## config.mk

```make
export PLATFORM = sky130hd
export DESIGN_NAME = tccw_seq
export DESIGN_NICKNAME = d
export VERILOG_FILES = /design/src/tccw_pkg.sv /design/src/tccw_seq.sv
export SDC_FILE = /design/constraint.sdc
export NUM_CORES = 1
export LEC_CHECK = 0
export ABC_CLOCK_PERIOD_IN_PS = 2100
export BUFFER_PORTS_ARGS = -buffer_cell sky130_fd_sc_hd__buf_4
export CAP_MARGIN = 30
export CORE_ASPECT_RATIO = 1.2
export CORE_MARGIN = 8
export CORE_UTILIZATION = 30
export CTS_CLUSTER_DIAMETER = 50
export CTS_CLUSTER_SIZE = 8
export DETAILED_ROUTE_END_ITERATION = 8
export PLACE_DENSITY = 0.54
export SYNTH_ARGS = -nofsm -noshare
export SYNTH_HDL_FRONTEND = slang
export SYNTH_SLANG_ARGS = --single-unit
```

## constraint.sdc

```tcl
create_clock -name clk -period 2.1 [get_ports clk]
set_input_delay 0.21 -clock clk [delete_from_list [all_inputs] [get_ports clk]]
set_output_delay 0.21 -clock clk [all_outputs]
set_load 0.05 [all_outputs]
```

## src/tccw_pkg.sv

```systemverilog
// Shared types, constants and microcode encoding of the text console cell writer.
`default_nettype none

package tccw_pkg;

  // Screen geometry
  localparam int COLS   = 80;
  localparam int ROWS   = 25;
  localparam int CELLS  = COLS * ROWS;
  localparam int COL_W  = $clog2(COLS);
  localparam int ROW_W  = $clog2(ROWS);
  localparam int IDX_W  = $clog2(CELLS);
  localparam int CELL_W = 16;

  // Character codes
  localparam logic [7:0] CH_NEWLINE    = 8'h0A;
  localparam logic [7:0] CH_BLANK_CODE = 8'h08;
  localparam logic [7:0] CH_SPACE      = 8'h20;
  localparam logic [7:0] CH_ERROR      = 8'h45;

  // Configuration registers
  localparam int          APB_AW           = 3;
  localparam logic [7:0]  DEFAULT_ATTR_RST = 8'd15;
  localparam logic [7:0]  ERROR_ATTR_RST   = 8'd244;
  localparam logic        REG_DEFAULT_ATTR = 1'b0;
  localparam logic        REG_ERROR_ATTR   = 1'b1;

  typedef enum logic [2:0] {
    OP_PUT_CUR = 3'd0,
    OP_PUT_AT  = 3'd1,
    OP_BACK    = 3'd2,
    OP_CLEAR   = 3'd3,
    OP_READ    = 3'd4
  } op_t;

  typedef struct packed {
    logic [2:0] op;
    logic [7:0] char_code;
    logic [6:0] col;
    logic [5:0] row;
    logic [7:0] attr;
  } cmd_t;

  typedef struct packed {
    logic [6:0] cursor_col;
    logic [5:0] cursor_row;
    logic       pos_error;
    logic [7:0] cell_char;
    logic [7:0] cell_attr;
  } res_t;

  typedef struct packed {
    logic [7:0] default_attr;
    logic [7:0] error_attr;
  } cfg_t;

  // Microprogram steps
  typedef enum logic [3:0] {
    S_IDLE, S_INIT, S_PUT, S_SC1, S_SC2, S_SC3, S_SC4,
    S_ERR, S_BS, S_BS2, S_CLR, S_RD, S_NOP
  } step_t;

  typedef enum logic [2:0] {A_POS, A_CUR, A_LAST, A_CNT, A_CNT_M1} addr_sel_t;
  typedef enum logic [2:0] {D_ZERO, D_PUT, D_BLANK, D_ERR, D_COPY} data_sel_t;
  typedef enum logic [1:0] {R_NONE, R_POS, R_SCROLL} rd_sel_t;
  typedef enum logic [1:0] {CU_HOLD, CU_PUT, CU_BACK, CU_ZERO} cur_op_t;
  typedef enum logic      {N_HOLD, N_INC} cnt_op_t;
  typedef enum logic [1:0] {J_NONE, J_WRAP, J_MORE_COPY, J_MORE_CELLS} cond_t;

  // One control word
  typedef struct packed {
    addr_sel_t addr;
    data_sel_t data;
    logic      wr;
    rd_sel_t   rd;
    cur_op_t   cur;
    cnt_op_t   cnt;
    cond_t     cond;
    step_t     target;
    step_t     nxt;
    logic      res;
  } ucode_t;

  // Datapath conditions seen by the sequencer
  typedef struct packed {
    logic wrap;
    logic more_copy;
    logic more_cells;
  } flags_t;

endpackage

`default_nettype wire

```

## src/tccw_seq.sv

```systemverilog
// Microcode sequencer: step register, control ROM and jump logic.
`default_nettype none

module tccw_seq import tccw_pkg::*; (
  input  logic       clk,
  input  logic       rst,
  input  logic       accept,
  input  logic [2:0] op,
  input  logic       pos_ok,
  input  flags_t     flags,
  output ucode_t     uc,
  output logic       busy,
  output logic       done
);

  step_t step;
  step_t step_next;
  logic  jump;
  logic  done_next;

  // Control store
  function automatic ucode_t rom(step_t s);
    ucode_t w;
    w = '0;
    unique case (s)
      S_IDLE: ;
      S_INIT: begin
        w.addr = A_CNT;   w.data = D_ZERO;  w.wr = 1'b1; w.cnt = N_INC;
        w.cond = J_MORE_CELLS; w.target = S_INIT; w.nxt = S_IDLE;
      end
      S_PUT: begin
        w.addr = A_POS;   w.data = D_PUT;   w.wr = 1'b1; w.cur = CU_PUT;
        w.cond = J_WRAP;  w.target = S_SC1; w.nxt = S_IDLE; w.res = 1'b1;
      end
      S_SC1: begin
        w.rd = R_SCROLL;  w.cnt = N_INC;    w.nxt = S_SC2;
      end
      S_SC2: begin
        w.addr = A_CNT_M1; w.data = D_COPY; w.wr = 1'b1; w.rd = R_SCROLL;
        w.cnt = N_INC; w.cond = J_MORE_COPY; w.target = S_SC2; w.nxt = S_SC3;
      end
      S_SC3: begin
        w.addr = A_CNT_M1; w.data = D_COPY; w.wr = 1'b1; w.nxt = S_SC4;
      end
      S_SC4: begin
        w.addr = A_CNT;   w.data = D_BLANK; w.wr = 1'b1; w.cnt = N_INC;
        w.cond = J_MORE_CELLS; w.target = S_SC4; w.nxt = S_IDLE; w.res = 1'b1;
      end
      S_ERR: begin
        w.addr = A_LAST;  w.data = D_ERR;   w.wr = 1'b1;
        w.nxt = S_IDLE;   w.res = 1'b1;
      end
      S_BS: begin
        w.cur = CU_BACK;  w.nxt = S_BS2;
      end
      S_BS2: begin
        w.addr = A_CUR;   w.data = D_BLANK; w.wr = 1'b1;
        w.nxt = S_IDLE;   w.res = 1'b1;
      end
      S_CLR: begin
        w.addr = A_CNT;   w.data = D_BLANK; w.wr = 1'b1; w.cnt = N_INC;
        w.cur = CU_ZERO;  w.cond = J_MORE_CELLS; w.target = S_CLR;
        w.nxt = S_IDLE;   w.res = 1'b1;
      end
      S_RD: begin
        w.rd = R_POS;     w.nxt = S_IDLE;   w.res = 1'b1;
      end
      S_NOP: begin
        w.nxt = S_IDLE;   w.res = 1'b1;
      end
      default: ;
    endcase
    return w;
  endfunction

  // Entry point of each command
  function automatic step_t entry(logic [2:0] code, logic in_range);
    step_t e;
    e = S_NOP;
    case (code)
      OP_PUT_CUR: e = S_PUT;
      OP_PUT_AT:  e = in_range ? S_PUT : S_ERR;
      OP_BACK:    e = S_BS;
      OP_CLEAR:   e = S_CLR;
      OP_READ:    e = in_range ? S_RD : S_NOP;
      default:    e = S_NOP;
    endcase
    return e;
  endfunction

  // Fetch the control word and evaluate its jump condition
  always_comb begin
    uc = rom(step);
    unique case (uc.cond)
      J_NONE:       jump = 1'b0;
      J_WRAP:       jump = flags.wrap;
      J_MORE_COPY:  jump = flags.more_copy;
      J_MORE_CELLS: jump = flags.more_cells;
      default:      jump = 1'b0;
    endcase
  end

  // Next step
  always_comb begin
    if (step == S_IDLE) begin
      step_next = accept ? entry(op, pos_ok) : S_IDLE;
    end else begin
      step_next = jump ? uc.target : uc.nxt;
    end
  end

  // Status outputs
  always_comb begin
    busy      = (step != S_IDLE);
    done_next = busy & uc.res & (step_next == S_IDLE);
  end

  // Advance
  always_ff @(posedge clk) begin
    if (rst) begin
      step <= S_INIT;
      done <= 1'b0;
    end else begin
      step <= step_next;
      done <= done_next;
    end
  end

endmodule

`default_nettype wire

```

==> impl_metrics.ini <==
[global_routing]
grt_usage_pct = 11.3
grt_max_degree = 15
grt_pass1_wl_um = 3860
antenna_found_initial = 0
gr-total-overflow = 0
grt_pass1_vias = 876

[timing]
slew_viol_final = 0
relSlewSlack_pct = 70.3
min_period_ps = 1870
tightest_slew_ps = 444
fin_tns_setup_ps = 0
rsz0062_at_grt = no
finalHoldViolations = 0
layout_setup_ws_ps = 234
skew_ps = 1.09
fmax_ghz = 0.536
setup_viol = 0
finalCritPeriodShare_pct = 88.9

[pwr]
p_per_area_mw_per_mm2 = 827
p_leak_uw = 0.000442
ir_worst_vdd_mv = 0.415
total_power_uw = 842

[route]
dr.max_layer_used = met4
drt-total-wl_um = 2350
vias_per_cell = 5.10
drt-wirelength-per-cell_um = 13.4
drtIter0Drc = 29
wl_met1_um = 998
drc = 0
antenna_left = 0
first_pass_iters = 4
met3_length_um = 169
vias = 893
wl_met2_um = 1150

[floorplanning]
pin_count = 35
fp.dieW_um = 60.3
core-area_mm2 = 0.00226
initial_core_util_pct = 31.2
die_y_um = 69.1
dieArea_mm2 = 0.00417
num_rows = 19

[synthesis]
synthesis.nets = 119
syn-cell-area_um2 = 706
ys_seq_elements = 5
synth_area_leaders = dfxtp_1, nor2_1, a21oi_1
synth.avg_cell_area_um2 = 6.47
yosys_warnings = 0
synth_cell_type_count = 36
synth_seq_area_share_pct = 14.2
synth_top_cell_by_area = dfxtp_1
synth_top_area_share_pct = 14.2
synthesis.instances = 109

[clock_tree]
cts_buffer_depth = 2
clock_sinks = 5
cts_buffers = 3
cts_tree = done
clkSlewWorstSetupHoldPaths_ps = 50
h-tree-depth = 1
hold_buffers = 0
root_buffer = clkbuf_4
clock_latency_ps = 250
ctsResizeCount = 0
postCtsSetupBuffers = 0

[finish]
final_common_cell = buf_4
nets = 155
n_antenna_cell = 0
fin_area_mm2 = 0.00102
final_cell_mix = buf_4, nor2_1, a21oi_1, o21ai_0, nand2_1
synthToLayoutAreaGrowth_pct = 44.3
drive_gt1_share_pct = 36.1
instances_no_fill = 175

[worst_setup_path]
path_max_fanout = 14
regToRegSetupSlack_ps = 490
crit_path_start_kind = flip-flop
crit_path_end_kind = primary output
path_class = flip-flop to primary output
required_ps = 1890
arrival_ps = 1660

[flow_run]
max-cap-violations = 0

[min_path]
hold_path.class = primary input to flip-flop

[placement]
gp_congestion = 0.797
dpl_cell_area_um2 = 992
port_buffers = 34
dpl.hpwl_um = 1960
place_inst = 171
pre_cts_slack_ps = 502

[outcome]
status = finished clean
metal layers:
metal	up-vias	track usage, %
met1	402	13.5
met5	-	0
met3	6	3.15
met2	30	18.0
met4	0	4.79
li1	455	-
worst max-delay path, stage by stage (launching register included):
cell     delay [ps]
dfxtp_1         590
nand2_1         130
or2_2           320
a21oi_1         150
buf_4           220
power by group:
part | internal, uW | total [uW] | switching, uW
Sequential | 106 | 130 | 24.3
Clock | 72.3 | 119 | 46.2
Combinational | 188 | 593 | 405
through the flow:
step / util [%] / hold WS [ps]
final: 45.1 / 161
after global routing: 45.1 / 166
after CTS: 45.1 / 161
after detailed placement: 43.9 / 419
after global placement: 43.9 / 417
after floorplan: - / 279
registers in the layout, indices dropped and copies added (netlist names):
register,count
step,4
done,1
worst paths after layout:
path	startpoint	depth (start not counted)	endpoint
hold / removal	rst	2	step[1]$_SDFF_PP0_
hold reg to reg	step[2]$_SDFF_PP0_	3	step[1]$_SDFF_PP0_
setup reg to reg	step[0]$_SDFF_PP1_	5	step[0]$_SDFF_PP1_
setup / recovery	step[0]$_SDFF_PP1_	4	uc[3]
cell type report:
class                           instances  area [um^2]
Timing Repair Buffer                   40          300
Multi-Input combinational cell         91          538
Clock buffer                            4         26.3
Fill cell                             257         1240
Sequential cell                         5          100
Inverter                                4         15.0
Tap cell                               31         38.8
Yosys cell counts, drive strengths merged:
| cell type | count |
|---|---|
| nand2b | 7 |
| or3b | 2 |
| a21oi | 12 |
| nand3b | 3 |
| nor2 | 18 |
| buf | 7 |
| nor2b | 3 |
| a211oi | 2 |
| inv | 4 |
| o21ai | 10 |
| xor2 | 1 |
| o22ai | 4 |
| o211ai | 1 |
| o31ai | 1 |
| clkbuf | 2 |
| a31oi | 4 |
| a21boi | 2 |
| nand4bb | 2 |
| o221ai | 1 |
| and3 | 1 |
| nand3 | 1 |
| o21bai | 1 |
| nor3 | 3 |
| o21ba | 1 |
| o211a | 1 |
| or2 | 2 |
| nand2 | 8 |
| dfxtp | 5 |
logic make-up after synthesis:
logic type | after synthesis | synth area share, %
XOR/XNOR | 1 | 1.24
AO/OA/AOI/OAI | 40 | 37.9
flip-flops | 5 | 14.2
buffers and inverters | 13 | 9.57
AND/OR/NAND/NOR | 50 | 37.1
Power figures use the tool's default switching activity.
