**src/tccw_pkg.sv**
```systemverilog
// Shared types, constants and microcode encoding of the text console cell writer.
`default_nettype none

package tccw_pkg;

  // Screen geometry
  localparam int COLS   = 80;
  localparam int ROWS   = 25;
  localparam int CELLS  = COLS * ROWS;
  localparam int COL_W  = $clog2(COLS);
  localparam int ROW_W  = $clog2(ROWS);
  localparam int IDX_W  = $clog2(CELLS);
  localparam int CELL_W = 16;

  // Character codes
  localparam logic [7:0] CH_NEWLINE    = 8'h0A;
  localparam logic [7:0] CH_BLANK_CODE = 8'h08;
  localparam logic [7:0] CH_SPACE      = 8'h20;
  localparam logic [7:0] CH_ERROR      = 8'h45;

  // Configuration registers
  localparam int          APB_AW           = 3;
  localparam logic [7:0]  DEFAULT_ATTR_RST = 8'd15;
  localparam logic [7:0]  ERROR_ATTR_RST   = 8'd244;
  localparam logic        REG_DEFAULT_ATTR = 1'b0;
  localparam logic        REG_ERROR_ATTR   = 1'b1;

  typedef enum logic [2:0] {
    OP_PUT_CUR = 3'd0,
    OP_PUT_AT  = 3'd1,
    OP_BACK    = 3'd2,
    OP_CLEAR   = 3'd3,
    OP_READ    = 3'd4
  } op_t;

  typedef struct packed {
    logic [2:0] op;
    logic [7:0] char_code;
    logic [6:0] col;
    logic [5:0] row;
    logic [7:0] attr;
  } cmd_t;

  typedef struct packed {
    logic [6:0] cursor_col;
    logic [5:0] cursor_row;
    logic       pos_error;
    logic [7:0] cell_char;
    logic [7:0] cell_attr;
  } res_t;

  typedef struct packed {
    logic [7:0] default_attr;
    logic [7:0] error_attr;
  } cfg_t;

  // Microprogram steps
  typedef enum logic [3:0] {
    S_IDLE, S_INIT, S_PUT, S_SC1, S_SC2, S_SC3, S_SC4,
    S_ERR, S_BS, S_BS2, S_CLR, S_RD, S_NOP
  } step_t;

  typedef enum logic [2:0] {A_POS, A_CUR, A_LAST, A_CNT, A_CNT_M1} addr_sel_t;
  typedef enum logic [2:0] {D_ZERO, D_PUT, D_BLANK, D_ERR, D_COPY} data_sel_t;
  typedef enum logic [1:0] {R_NONE, R_POS, R_SCROLL} rd_sel_t;
  typedef enum logic [1:0] {CU_HOLD, CU_PUT, CU_BACK, CU_ZERO} cur_op_t;
  typedef enum logic      {N_HOLD, N_INC} cnt_op_t;
  typedef enum logic [1:0] {J_NONE, J_WRAP, J_MORE_COPY, J_MORE_CELLS} cond_t;

  // One control word
  typedef struct packed {
    addr_sel_t addr;
    data_sel_t data;
    logic      wr;
    rd_sel_t   rd;
    cur_op_t   cur;
    cnt_op_t   cnt;
    cond_t     cond;
    step_t     target;
    step_t     nxt;
    logic      res;
  } ucode_t;

  // Datapath conditions seen by the sequencer
  typedef struct packed {
    logic wrap;
    logic more_copy;
    logic more_cells;
  } flags_t;

endpackage

`default_nettype wire

```
**src/tccw_cfg.sv**
```systemverilog
// APB register file holding the default and error attributes.
`default_nettype none

module tccw_cfg import tccw_pkg::*; (
  input  logic              clk,
  input  logic              rst,
  input  logic              psel,
  input  logic              penable,
  input  logic              pwrite,
  input  logic [APB_AW-1:0] paddr,
  input  logic [31:0]       pwdata,
  output logic [31:0]       prdata,
  output logic              pready,
  output cfg_t              cfg
);

  logic       wr_beat;
  logic       reg_sel;

  assign pready  = 1'b1;
  assign reg_sel = paddr[2];
  assign wr_beat = psel & penable & pwrite & pready;

  // Update registers on a write beat
  always_ff @(posedge clk) begin
    if (rst) begin
      cfg.default_attr <= DEFAULT_ATTR_RST;
      cfg.error_attr   <= ERROR_ATTR_RST;
    end else if (wr_beat) begin
      unique case (reg_sel)
        REG_DEFAULT_ATTR: cfg.default_attr <= pwdata[7:0];
        REG_ERROR_ATTR:   cfg.error_attr   <= pwdata[7:0];
        default: ;
      endcase
    end
  end

  // Return the selected register
  always_comb begin
    unique case (reg_sel)
      REG_DEFAULT_ATTR: prdata = {24'd0, cfg.default_attr};
      REG_ERROR_ATTR:   prdata = {24'd0, cfg.error_attr};
      default:          prdata = '0;
    endcase
  end

endmodule

`default_nettype wire

```
**config.mk**
```make
export PLATFORM = sky130hd
export DESIGN_NAME = tccw_cfg
export DESIGN_NICKNAME = d
export VERILOG_FILES = /design/src/tccw_pkg.sv /design/src/tccw_cfg.sv
export SDC_FILE = /design/constraint.sdc
export NUM_CORES = 1
export LEC_CHECK = 0
export BUFFER_PORTS_ARGS = -buffer_cell sky130_fd_sc_hd__buf_2
export CAP_MARGIN = 20
export CORE_ASPECT_RATIO = 1.1
export CORE_UTILIZATION = 33
export DETAILED_ROUTE_END_ITERATION = 16
export MAX_ROUTING_LAYER = met4
export PLACE_DENSITY = 0.75
export SLEW_MARGIN = 25
export SYNTH_ARGS = -nofsm -noshare
export SYNTH_HDL_FRONTEND = slang
export SYNTH_SLANG_ARGS = --single-unit
```
**constraint.sdc**
```tcl
create_clock -name clk -period 0.9 [get_ports clk]
set_clock_uncertainty 0.1 [all_clocks]
set_input_delay 0.135 -clock clk [delete_from_list [all_inputs] [get_ports clk]]
set_output_delay 0.135 -clock clk [all_outputs]
set_load 0.01 [all_outputs]
```
==> results, run 1 <==
- The clock transition time at the flip-flop clock pins of the worst setup and hold paths is 0.10 ns.
- The count of yosys warnings during synthesis is 0.
- For this run, the post-layout net count is 209.
- For the worst setup path, the data arrival time is 1.01 ns.
- The final reports fail on negative setup slack.
- The vertical die dimension is 59.2 µm.
- The die outline area is 0.00320 mm².
- The layout cell share with drive strength beyond 1 is 58.1%.
- Across all hold checks on the routed design, the worst slack comes to 0.00755 ns.
- The number of antenna repair diodes is 0.
- The count of distinct cell types in the synthesized netlist is 11.
- The worst-case vdd ir drop is 0.523 mV.
- The starting utilization of the core area is 35.0%.
- The H-tree depth is 1.
- For this run, the share of the core covered by cells in the final layout is 56.2%.
- Detailed placement finished with a half-perimeter wire length of 1410 µm.
- Setup repair after global routing could not meet its margin everywhere.
- The startpoint of the most critical hold path is pwdata[0].
- The largest net degree at the start of global routing is 32.
- The share of the synthesized area in the top cell type is 32.6%.
- The endpoint of the lowest-slack register-to-register path is cfg[9].
- In the routed design, unresolved DRC markers number 0.
- The final RePlAce weighted congestion is 0.680.
- The die is 54.0 µm wide.
- Counting every sink on the clock net gives 16.
- The cell row count is 20.
- The final period utilization is 138%.
- The largest registers in the layout are cfg x16.
- Max-cap violations in this run came to 0.
- The root buffer selected by CTS is sky130_fd_sc_hd__clkbuf_4.
- The max-slew violation count is 0.
- The share of the Yosys chip area taken by registers is 32.6%.
- For this run, the detailed router's first-pass iteration total came to 4.
- Clock latency on the worst-skew pair, taken at its later pin, is 0.28 ns.
- The fmax is 0.805 GHz.
- The average routed wire per standard cell is 11.0 µm.
- In this run the remaining antenna-violating nets after routing total 0.
- The worst hold path stage count is 3.
- cfg holds more flip-flops than any other register.
- The TritonCTS clock tree is done.
- The startpoint identified for the worst register-to-register timing path is cfg[9].
- The overall track demand over capacity in global routing is 14.7%.
- The clock period minus final worst setup slack is 1.24 ns.
- For the final routed database, the setup TNS stands at -5.73 ns.
- The number of input and output port buffers inserted is 37.
- The worst path required time is 0.66 ns.
- The overall via count from detail_route is 836.
- The synthesized netlist occupies a cell area of 982 µm².
- The setup check on the worst reg-to-reg path leaves a slack of 0 ns.
- The leakage power total is 0.000726 µW.
- In this run the worst path has a maximum fanout of 2.
- The initial antenna violation count is 0.
- The number of global-route vias before repair is 724.
- The finished cells cover 0.00158 mm².
- The largest area contributor in the netlist is sky130_fd_sc_hd__dfxtp_1.
- The synthesized design contains 16 register bits.
- The end of the worst hold path is cfg[0].
- By startpoint and endpoint, the worst setup path is classified as register to output port.
- The run finished, with violations left.
- The core region area is 0.00280 mm².
- The power per standard cell area is 952 mW/mm².
- Once placement finished, the instance area stood at 0.00122 mm².
- The worst path setup slack after routing is -0.343 ns.
- The average cell area after synthesis is 9.27 µm².
- Setup violations remaining at the end of the flow were counted as 25.
- The worst hold path belongs to the class input pin to register.
- After detailed routing, the total wire length is 2190 µm.
- After detailed routing, the number of vias per cell comes to 4.18.
- Clock tree synthesis inserted a total of 3 buffers.
- The flip-flop count of the largest register, all copies and words added is 16.
- The number of hold-slack violations in the final timing report is 0.
- The kind of start point of the critical path is a register.
- The maximum buffer depth of the clock tree is 2.
- The length in cells of the worst reg-to-reg path is 4.
- 89 I/O pins were placed.
- STA classifies the critical path endpoint as an output port.
- The synthesis-to-layout area growth is 60.4%.
- For this block, the initial DRC count from the detailed router was 12.
- The wire length of the first global-routing pass is 3240 µm.
- Yosys attributes the largest share of cell area to sky130_fd_sc_hd__dfxtp_1, sky130_fd_sc_hd__buf_4, sky130_fd_sc_hd__mux2i_1, sky130_fd_sc_hd__mux2_2, sky130_fd_sc_hd__nand2b_1.
- Global routing finished with a remaining overflow of 0.
- The instance count of the mapped netlist is 106.
[where the power goes]
| group | leakage [µW] | switching (µW) | total (µW) | internal [µW] |
|---|---|---|---|---|
| registers | 0.000129 | 9.48 | 735 | 726 |
| clock network | 0.0000138 | 224 | 379 | 155 |
| logic | 0.000583 | 177 | 385 | 207 |
[area by class of cell]
class / instances / area (µm²)
well taps: 33 / 41.3
flip-flops and latches: 16 / 340
repair buffers: 66 / 619
multi-input cells: 82 / 552
fillers: 272 / 1230
clock buffers: 3 / 22.5
[cells in the mapped netlist]
master,n
sky130_fd_sc_hd__clkbuf_1,3
sky130_fd_sc_hd__nor2_1,17
sky130_fd_sc_hd__nand2b_1,14
sky130_fd_sc_hd__and4_2,1
sky130_fd_sc_hd__conb_1,2
sky130_fd_sc_hd__buf_6,3
sky130_fd_sc_hd__mux2i_1,16
sky130_fd_sc_hd__and4b_1,1
sky130_fd_sc_hd__mux2_2,8
sky130_fd_sc_hd__dfxtp_1,16
sky130_fd_sc_hd__buf_4,25
[metal layers]
layer,part of all wire [%],up-vias,track usage [%]
met5,0,-,-
met4,0.46,0,5.86
met3,4.5,2,3.33
met2,54,30,23.8
met1,41,385,17.3
li1,-,419,-
[how the worst max path moves through the flow]
stage | cells past startpoint | slack [ns] | end | startpoint
finish | 2 | -0.34 | prdata[1] | cfg[9]
global route | 2 | -0.38 | prdata[1] | cfg[1]
CTS | 2 | -0.34 | prdata[1] | cfg[9]
detailed placement | 4 | -0.21 | prdata[1] | paddr[2]
global placement | 4 | -0.19 | prdata[3] | paddr[2]
floorplan | 4 | -0.07 | cfg[10] | paddr[2]
[cell usage in the layout (no fill, tap or decap)]
master / n
sky130_fd_sc_hd__buf_6: 37
sky130_fd_sc_hd__conb_1: 25
sky130_fd_sc_hd__mux2i_1: 16
sky130_fd_sc_hd__dfxtp_2: 16
sky130_fd_sc_hd__nand2b_1: 14
sky130_fd_sc_hd__buf_2: 13
sky130_fd_sc_hd__buf_4: 13
sky130_fd_sc_hd__nor2_1: 12
sky130_fd_sc_hd__mux2_4: 5
sky130_fd_sc_hd__nor2_2: 4
sky130_fd_sc_hd__mux2_2: 3
sky130_fd_sc_hd__clkbuf_4: 3
sky130_fd_sc_hd__dlygate4sd3_1: 2
sky130_fd_sc_hd__and4b_1: 1
sky130_fd_sc_hd__and4_2: 1
sky130_fd_sc_hd__nor2_4: 1
sky130_fd_sc_hd__buf_12: 1
[what timing repair did]
item	4_1_cts	5_1_grt
buffers inserted	3	5
pin swaps	0	3
resized for setup	38	27
hold endpoints to repair	2	0
endpoints found under the setup margin	24	28
hold buffers	2	0
[logic make-up after synthesis]
kind of cell	synth area share [%]
muxes	25.5
buffers and inverters	23.7
and+or+nand+nor	17.5
DFF	32.6
other	0.765
[through the flow]
stage / worst slack [ns] / total power, µW / instances
2_1_floorplan: -0.0685 / 1010 / 129
3_3_place_gp: -0.188 / 1030 / 188
3_5_place_dp: -0.212 / 1030 / 188
4_1_cts: -0.342 / 1490 / 196
5_1_grt: -0.383 / 1600 / 200
6_report: -0.343 / 1500 / 200
[worst max-delay path, cell delays in order (launching register included)]
cell and delay [ns]:
sky130_fd_sc_hd__dfxtp_2 0.33, sky130_fd_sc_hd__mux2_4 0.27, sky130_fd_sc_hd__buf_6 0.12
Power figures use the tool's default switching activity.
==> run 2: changes to the inputs <==
--- a/config.mk
+++ b/config.mk
@@ -9,9 +9,11 @@
 export CAP_MARGIN = 20
 export CORE_ASPECT_RATIO = 1.1
 export CORE_UTILIZATION = 33
+export CTS_CLUSTER_DIAMETER = 50
 export DETAILED_ROUTE_END_ITERATION = 16
 export MAX_ROUTING_LAYER = met4
 export PLACE_DENSITY = 0.75
+export REMOVE_ABC_BUFFERS = 1
 export SLEW_MARGIN = 25
 export SYNTH_ARGS = -nofsm -noshare
 export SYNTH_HDL_FRONTEND = slang
==> run 2 against run 1 <==
Compared with the run above:
- final area decreased by 1.0%
- largest cell class unchanged
- sequential cell count unchanged
- the flow still finishes with violations (negative setup slack)
- routed wire length increased by 0.78%
- via count decreased by 3.2%
==> results, run 2 (same netlist as run 1, synthesis figures left out) <==
- The flow ran to the end, but the final reports show violations.
- The final reports fail on negative setup slack.
- The worst hold path begins at pwdata[5].
- Detailed routing inserted a total of 809 vias.
- The count of boundary I/O pins is 89.
- The cell area after layout is 0.00156 mm².
- The number of antenna diodes in the final layout is 0.
- The sum of routed wire length over all layers is 2210 µm.
- Subtracting the final worst setup slack from the clock period gives 1.26 ns.
- The number of input and output port buffers inserted is 37.
- The setup slack at placement is -0.199 ns.
- Once placement finished, the instance area stood at 0.00123 mm².
- The number of global-route vias before repair came to 699.
- The critical path arrival is 1.02 ns.
- The tightest min-delay check is of the input pin to register type.
- In this run the deepest clock path goes through 2 buffers.
- TritonCTS built the clock tree.
- In this run the critical register-to-register path is launched from cfg[8].
- The flip-flop count of the largest register, all copies and words added is 16.
- Across the run, the number of max-cap violations was 0.
- The final hold slack is 0.00693 ns.
- Setup violations remaining at the end of the flow were counted as 24.
- Cells with a size suffix above 1 make up 54.6% of the layout.
- The detailed router finished its first iteration with 2 violations.
- The cell row count is 20.
- The setup TNS is -5.60 ns.
- The sequential standard cell area is 339 µm².
- The met3 track utilization from global routing is 2.56%.
- The initial antenna violation count was 0.
- The highest cell delay on the worst timing path is 0.35 ns.
- Dividing the detail-routed via count by the number of cells gives 4.13.
- After global routing, the most crowded layer is met2.
- The die is 54.0 µm wide.
- Setup slack on the critical path of the routed design comes to -0.358 ns.
- In the global route stage, met2 resource usage came out at 22.9%.
- The root buffer selected by CTS is sky130_fd_sc_hd__clkbuf_4.
- The clock insertion delay at the later pin of the skew report is 0.28 ns.
- The remaining global-route overflow is 0.
- At the end of routability-driven placement, the weighted congestion stood at 0.699.
- The layout has 242 filler cells.
- The number of nets with antenna violations after routing is 0.
- The worst setup path is launched from a register.
- STA classifies the critical path endpoint as an output port.
- Power spread over the standard cell area amounts to 1030 mW/mm².
- The max-slew violation count came to 0.
- In the layout the commonest cells are sky130_fd_sc_hd__buf_6, sky130_fd_sc_hd__conb_1, sky130_fd_sc_hd__mux2i_1.
- In the final layout, the registers with the most flip-flops are cfg x16.
- Summed over all cells, the static leakage comes to 0.000706 µW.
- The highest fanout seen on the critical path is 3.
- The register ranked first by flip-flop count is cfg.
- The iteration count of the initial detailed-routing pass is 4.
- The number of hold-slack violations in the final timing report is 0.
- At the end of the flow, the number of nets in the layout was 204.
- The fraction of power consumed by sequential logic is 45.8%.
- Summed over all nets, the switching power comes to 430 µW.
- The worst-case vdd ir drop is 0.693 mV.
- The first global-routing pass estimated 3150 µm of wire.
- The final period utilization is 140%.
- Entering global routing, the biggest net connects 32 pins.
- In this run, the combinational gates consume 23.7% of the power.
- In the global route stage, overall resource usage came out at 14.1%.
- The multi-input combinational cells in the finished layout cover a total of 547 µm².
- The tree built by TritonCTS fans out to 16 sinks.
- The fmax is 0.795 GHz.
- In this run the standard cell core region covers 0.00280 mm².
- Data on the critical path is required at its endpoint by 0.66 ns.
- For the pin with the worst max-slew slack, the measured transition is 0.510 ns.
- The commonest non-fill, non-tap cell in the layout is sky130_fd_sc_hd__buf_6.
- The DRC violation count after routing is 0.
- The H-tree depth is 1.
- The number of buffers added by the clock tree synthesis step is 3.
- The clock transition time at the flip-flop clock pins of the worst setup and hold paths is 0.10 ns.
- The die outline area is 0.00320 mm².
- The start point of the critical path is cfg[2].
- Cell internal power was estimated by the tool at 1180 µW.
- The switching part of the total is 26.8%.
- The setup path with the least slack is of type register to output port.
- The worst relative slew slack is 66.0%.
- Global routing consumed, on the met1 layer, 16.9% of the routing resources.
- In the final routed layout, each cell accounts on average for 11.3 µm.
- Measured on the finished design, the core utilization comes to 55.6%.
- The vertical die dimension is 59.2 µm.
- Of the total power, the clock network draws 30.5%.
- The detailed placer's ending HPWL is 1340 µm.
- Relative to the synthesized area, the layout overhead comes to 58.7%.
- The starting utilization of the core area is 35.0%.
- Setup repair after global routing could not meet its margin everywhere.
- The slowest stage of the critical path is the sky130_fd_sc_hd__dfxtp_2 cell.
- The critical path goes through mux2_4 > buf_6.
## run 2: cell types whose count changed in the layout (fill, tap and decap cells not counted)
cell,delta
sky130_fd_sc_hd__buf_4,-4
sky130_fd_sc_hd__buf_6,-3
sky130_fd_sc_hd__dlygate4sd3_1,+3
sky130_fd_sc_hd__buf_2,-2
sky130_fd_sc_hd__buf_12,+1
sky130_fd_sc_hd__clkbuf_8,+1
sky130_fd_sc_hd__dfxtp_1,+1
sky130_fd_sc_hd__dfxtp_2,-1
sky130_fd_sc_hd__nor2_2,+1
sky130_fd_sc_hd__nor2_4,-1
## run 2: final timing paths
check	to	slack, ns	cells after the start
worst max-delay path	prdata[2]	-0.36	2
worst max register to register	cfg[8]	0.02	4
worst min register to register	cfg[2]	0.46	2
worst min-delay path	cfg[13]	0.007	3
## run 2: what timing repair did
item,4_1_cts,5_1_grt
hold buffers,5,0
buffers inserted,2,4
setup endpoints to repair,24,30
resized for setup,43,19
pin swaps,0,2
endpoints found under the hold margin,5,0
## run 2: final cells by class
type                    instances  share of cell area, %
repair buffers                 61                   38.2
flip-flops and latches         16                   21.7
clock buffers                   4                   2.33
well taps                      33                   2.65
multi-input cells              82                   35.1
## run 2: routing by layer
layer  vias up  share of wire, %
li1        408                 -
met5         -                 0
met1       364                43
met4         0              0.72
met3         2               5.3
met2        35                51
## run 2: worst max-delay path, delay by kind of cell (launching register included)
| kind | cells | cell delay (ns) |
|---|---|---|
| buffers and inverters | 1 | 0.12 |
| flip-flops | 1 | 0.35 |
| multiplexers | 1 | 0.27 |
## run 2: stage by stage
step	instances	total power [µW]
floorplan	98	896
global placement	187	1030
detailed placement	187	1030
CTS	198	1600
global route	196	1680
finish	196	1610
## run 2: power groups by stage
| stage | logic, µW | clock network, µW | registers [µW] |
|---|---|---|---|
| floorplan | 139 | 0 | 757 |
| global placement | 286 | 0 | 747 |
| detailed placement | 287 | 0 | 747 |
| CTS | 362 | 501 | 735 |
| global route | 419 | 528 | 738 |
| finish | 382 | 491 | 736 |
==> run 3: changes to the inputs <==
==> constraint.sdc (replaced) <==
create_clock -name clk -period 0.9 [get_ports clk]
set_clock_uncertainty 0.1 [all_clocks]
set_input_delay 0.09 -clock clk [delete_from_list [all_inputs] [get_ports clk]]
set_output_delay 0.09 -clock clk [all_outputs]
set_load 0.01 [all_outputs]
==> run 3 against run 2 <==
Compared with the run above:
- the flow finishes with violations (negative hold slack, negative setup slack)
- non-clock buffer count is 11 higher
- final cell count up 5.6%
- final area is 7.5% higher
- setup slack better by 0.061 ns
- worst hold slack lost 0.021 ns
- largest cell class unchanged
- largest power group unchanged
- sequential cell count stayed put
- die area stayed put
- sequential power about the same
==> results, run 3 (same netlist as run 1, synthesis figures left out) <==
- The fmax is 0.836 GHz.
- The number of global-route vias before repair was 767.
- The worst path setup slack after routing is -0.296 ns.
- In the routed layout, each cell is associated on average with a via count of 4.12.
- The area after detailed placement is 0.00120 mm².
- The tree is rooted in a sky130_fd_sc_hd__clkbuf_4.
- The worst hold path terminates at cfg[2].
- The number of maximum-capacitance violations is 0.
- In this run the number of H-tree levels came out at 1.
- After the first detailed-routing iteration, the DRC count stood at 4.
- IR analysis of the VDD net gives a maximum drop of 0.889 mV.
- Walking the worst path, the cells encountered are mux2_4 > buf_6.
- The final period utilization is 133%.
- The number of placed instances with taps included is 185.
- The clock period minus final worst setup slack is 1.20 ns.
- The max-slew violation count is 0.
- The type of the setup path with the least slack is register to output port.
- At the end of the flow, the number of nets in the layout was 215.
- For the worst flop-to-flop path, the logic depth is 4.
- The largest registers in the layout are cfg x16.
- The DRC violation count after routing is 0.
- The TritonCTS clock tree is done.
- Along the worst hold path, the cell count comes to 3.
- Across all layers, the routed design uses 853 vias.
- Cells with a size suffix above 1 make up 56.3% of the layout.
- The floorplan step defined a core boundary enclosing 0.00280 mm².
- The clock transition time at the flip-flop clock pins of the worst setup and hold paths is 0.10 ns.
- The number of hold-slack violations in the final timing report is 1.
- The sum of routed wire length over all layers is 2220 µm.
- The number of buffers inserted for hold repair after clock tree synthesis is 7.
- The synthesis-to-layout area growth is 70.7%.
- In this design, the stage delay of the slowest critical-path cell is 0.34 ns.
- In the layout the commonest cells are sky130_fd_sc_hd__buf_6, sky130_fd_sc_hd__conb_1, sky130_fd_sc_hd__mux2i_1, sky130_fd_sc_hd__dfxtp_2, sky130_fd_sc_hd__nor2_1.
- At the later pin of the worst-skew pair, clock insertion delay measures 0.28 ns.
- After legalization and detailed placement, the total HPWL measured 1430 µm.
- The cell row count is 20.
- Of all nets on the critical path, the largest fanout is 2.
- The initial antenna violation count came to 0.
- The register ranked first by flip-flop count is cfg.
- The worst setup slack for register-to-register paths is 0.01 ns.
- The starting utilization of the core area is 35.0%.
- The final reports fail on negative hold slack, negative setup slack.
- Setup violations remaining at the end of the flow were counted as 24.
- The final RePlAce weighted congestion is 0.615.
- The cell with the biggest individual delay on the critical path is sky130_fd_sc_hd__dfxtp_2.
- Cells fill 59.8% of the core in the end.
- Measured along the x axis, the die boundary spans 54.0 µm.
- TritonCTS created 3 clock buffers.
- The library cell used most frequently in the layout, excluding fill and tap cells, is sky130_fd_sc_hd__buf_6.
- In this run the tool buffered the top-level ports with 37 buffer cells.
- In this run the static leakage power is 0.000776 µW.
- The critical path arrival is 1.01 ns.
- In the global route stage, overall resource usage came out at 14.4%.
- The worst hold path begins at pwdata[2].
- The count of nets left with antenna violations once routing finished came out at 0.
- The critical register-to-register path startpoint is cfg[9].
- Data on the critical path is required at its endpoint by 0.71 ns.
- The flow ran to the end, but the final reports show violations.
- In this run the power density over the cells is 969 mW/mm².
- The wire length of the first global-routing pass is 3290 µm.
- The flip-flop count of the largest register, all copies and words added is 16.
- The kind of start point of the critical path is a register.
- The first detailed-routing pass ran for 4 iterations.
- Headroom to the max-slew limit came out at 64.4%.
- The vertical die dimension is 59.2 µm.
- Entering global routing, the biggest net connects 32 pins.
- Setup repair after global routing could not meet its margin everywhere.
- Pin placement for this block handled 89 I/O pins.
- In this design, the largest share of critical-path delay is due to flip-flops.
- The count of clock tree sinks is 16.
- The longest clock path from root to sink contains 2 buffers.
- The average routed wire per standard cell is 10.7 µm.
- In this run the critical register-to-register path is captured at cfg[9].
- The buffer and inverter count on the worst path is 1.
- After global routing the overflow that remains totals 0.
- The final hold slack is -0.0142 ns.
- The repair_antennas step left the layout with diodes totalling 0.
- The die outline area is 0.00320 mm².
- The slew of the pin with the lowest slew margin is 0.534 ns.
- STA classifies the critical path endpoint as an output port.
- The class of the tightest hold or removal check is input pin to register.
- The post-layout instance count excluding filler cells is 207.
- Once layout is done, the placed cells without fillers occupy 0.00168 mm².
run 3: changes by cell type in the layout (fill, tap and decap cells not counted):
cell and change:
sky130_fd_sc_hd__buf_2 +2, sky130_fd_sc_hd__nor2_1 +2, sky130_fd_sc_hd__buf_4 -1, sky130_fd_sc_hd__nand2b_4 +1, sky130_fd_sc_hd__dfxtp_2 +1, sky130_fd_sc_hd__buf_6 +9, sky130_fd_sc_hd__buf_12 -1, sky130_fd_sc_hd__dfxtp_1 -1
sky130_fd_sc_hd__nand2b_1 -1, sky130_fd_sc_hd__nor2_4 +2, sky130_fd_sc_hd__nor2_2 -4, sky130_fd_sc_hd__dlygate4sd3_1 +2
run 3: worst register-to-register path, cell delays in order (launching register included):
cell                      delay (ns)
sky130_fd_sc_hd__dfxtp_2        0.34
sky130_fd_sc_hd__buf_6          0.11
sky130_fd_sc_hd__buf_6          0.11
sky130_fd_sc_hd__nor2_4         0.06
sky130_fd_sc_hd__mux2i_1        0.07
run 3: worst max path at each step:
stage / cells after the start / slack (ns) / start / to
5_1_grt: 2 / -0.34 / cfg[12] / prdata[4]
3_5_place_dp: 4 / -0.16 / paddr[2] / cfg[10]
4_1_cts: 2 / -0.31 / cfg[12] / prdata[4]
6_report: 2 / -0.30 / cfg[13] / prdata[5]
2_1_floorplan: 2 / -0.04 / paddr[2] / cfg[10]
3_3_place_gp: 4 / -0.14 / paddr[2] / prdata[6]
run 3: layer usage:
layer	GRT usage [%]	share of wire, %	vias to the layer above
li1	-	-	430
met1	15.9	42	390
met2	26.5	53	33
met3	2.31	4.9	0
met4	3.30	0	0
met5	-	0	-
run 3: what timing repair did:
item,in CTS,in global routing
setup buffers,6,9
cloned,0,0
endpoints found under the setup margin,24,25
hold endpoints to repair,15,1
gates resized for setup,55,19
pin swaps,1,2
run 3: through the flow:
step	TNS (ns)	power (µW)	setup WS (ns)
5_1_grt	-5.40	1720	-0.336
2_1_floorplan	-0.309	896	-0.0387
3_5_place_dp	-2.48	1030	-0.158
3_3_place_gp	-2.47	1030	-0.136
6_report	-4.45	1620	-0.296
4_1_cts	-4.60	1620	-0.306
run 3: where the power goes:
group	switching [µW]	internal [µW]
clock network	232	246
logic	181	229
registers	10.9	726
total	424	1200
run 3: final cells by class:
cell class,instances,area (µm²)
Timing Repair Buffer,72,699
Clock buffer,4,36.3
Multi-Input combinational cell,82,559
Fill cell,237,1130
Sequential cell,16,340
Tap cell,33,41.3
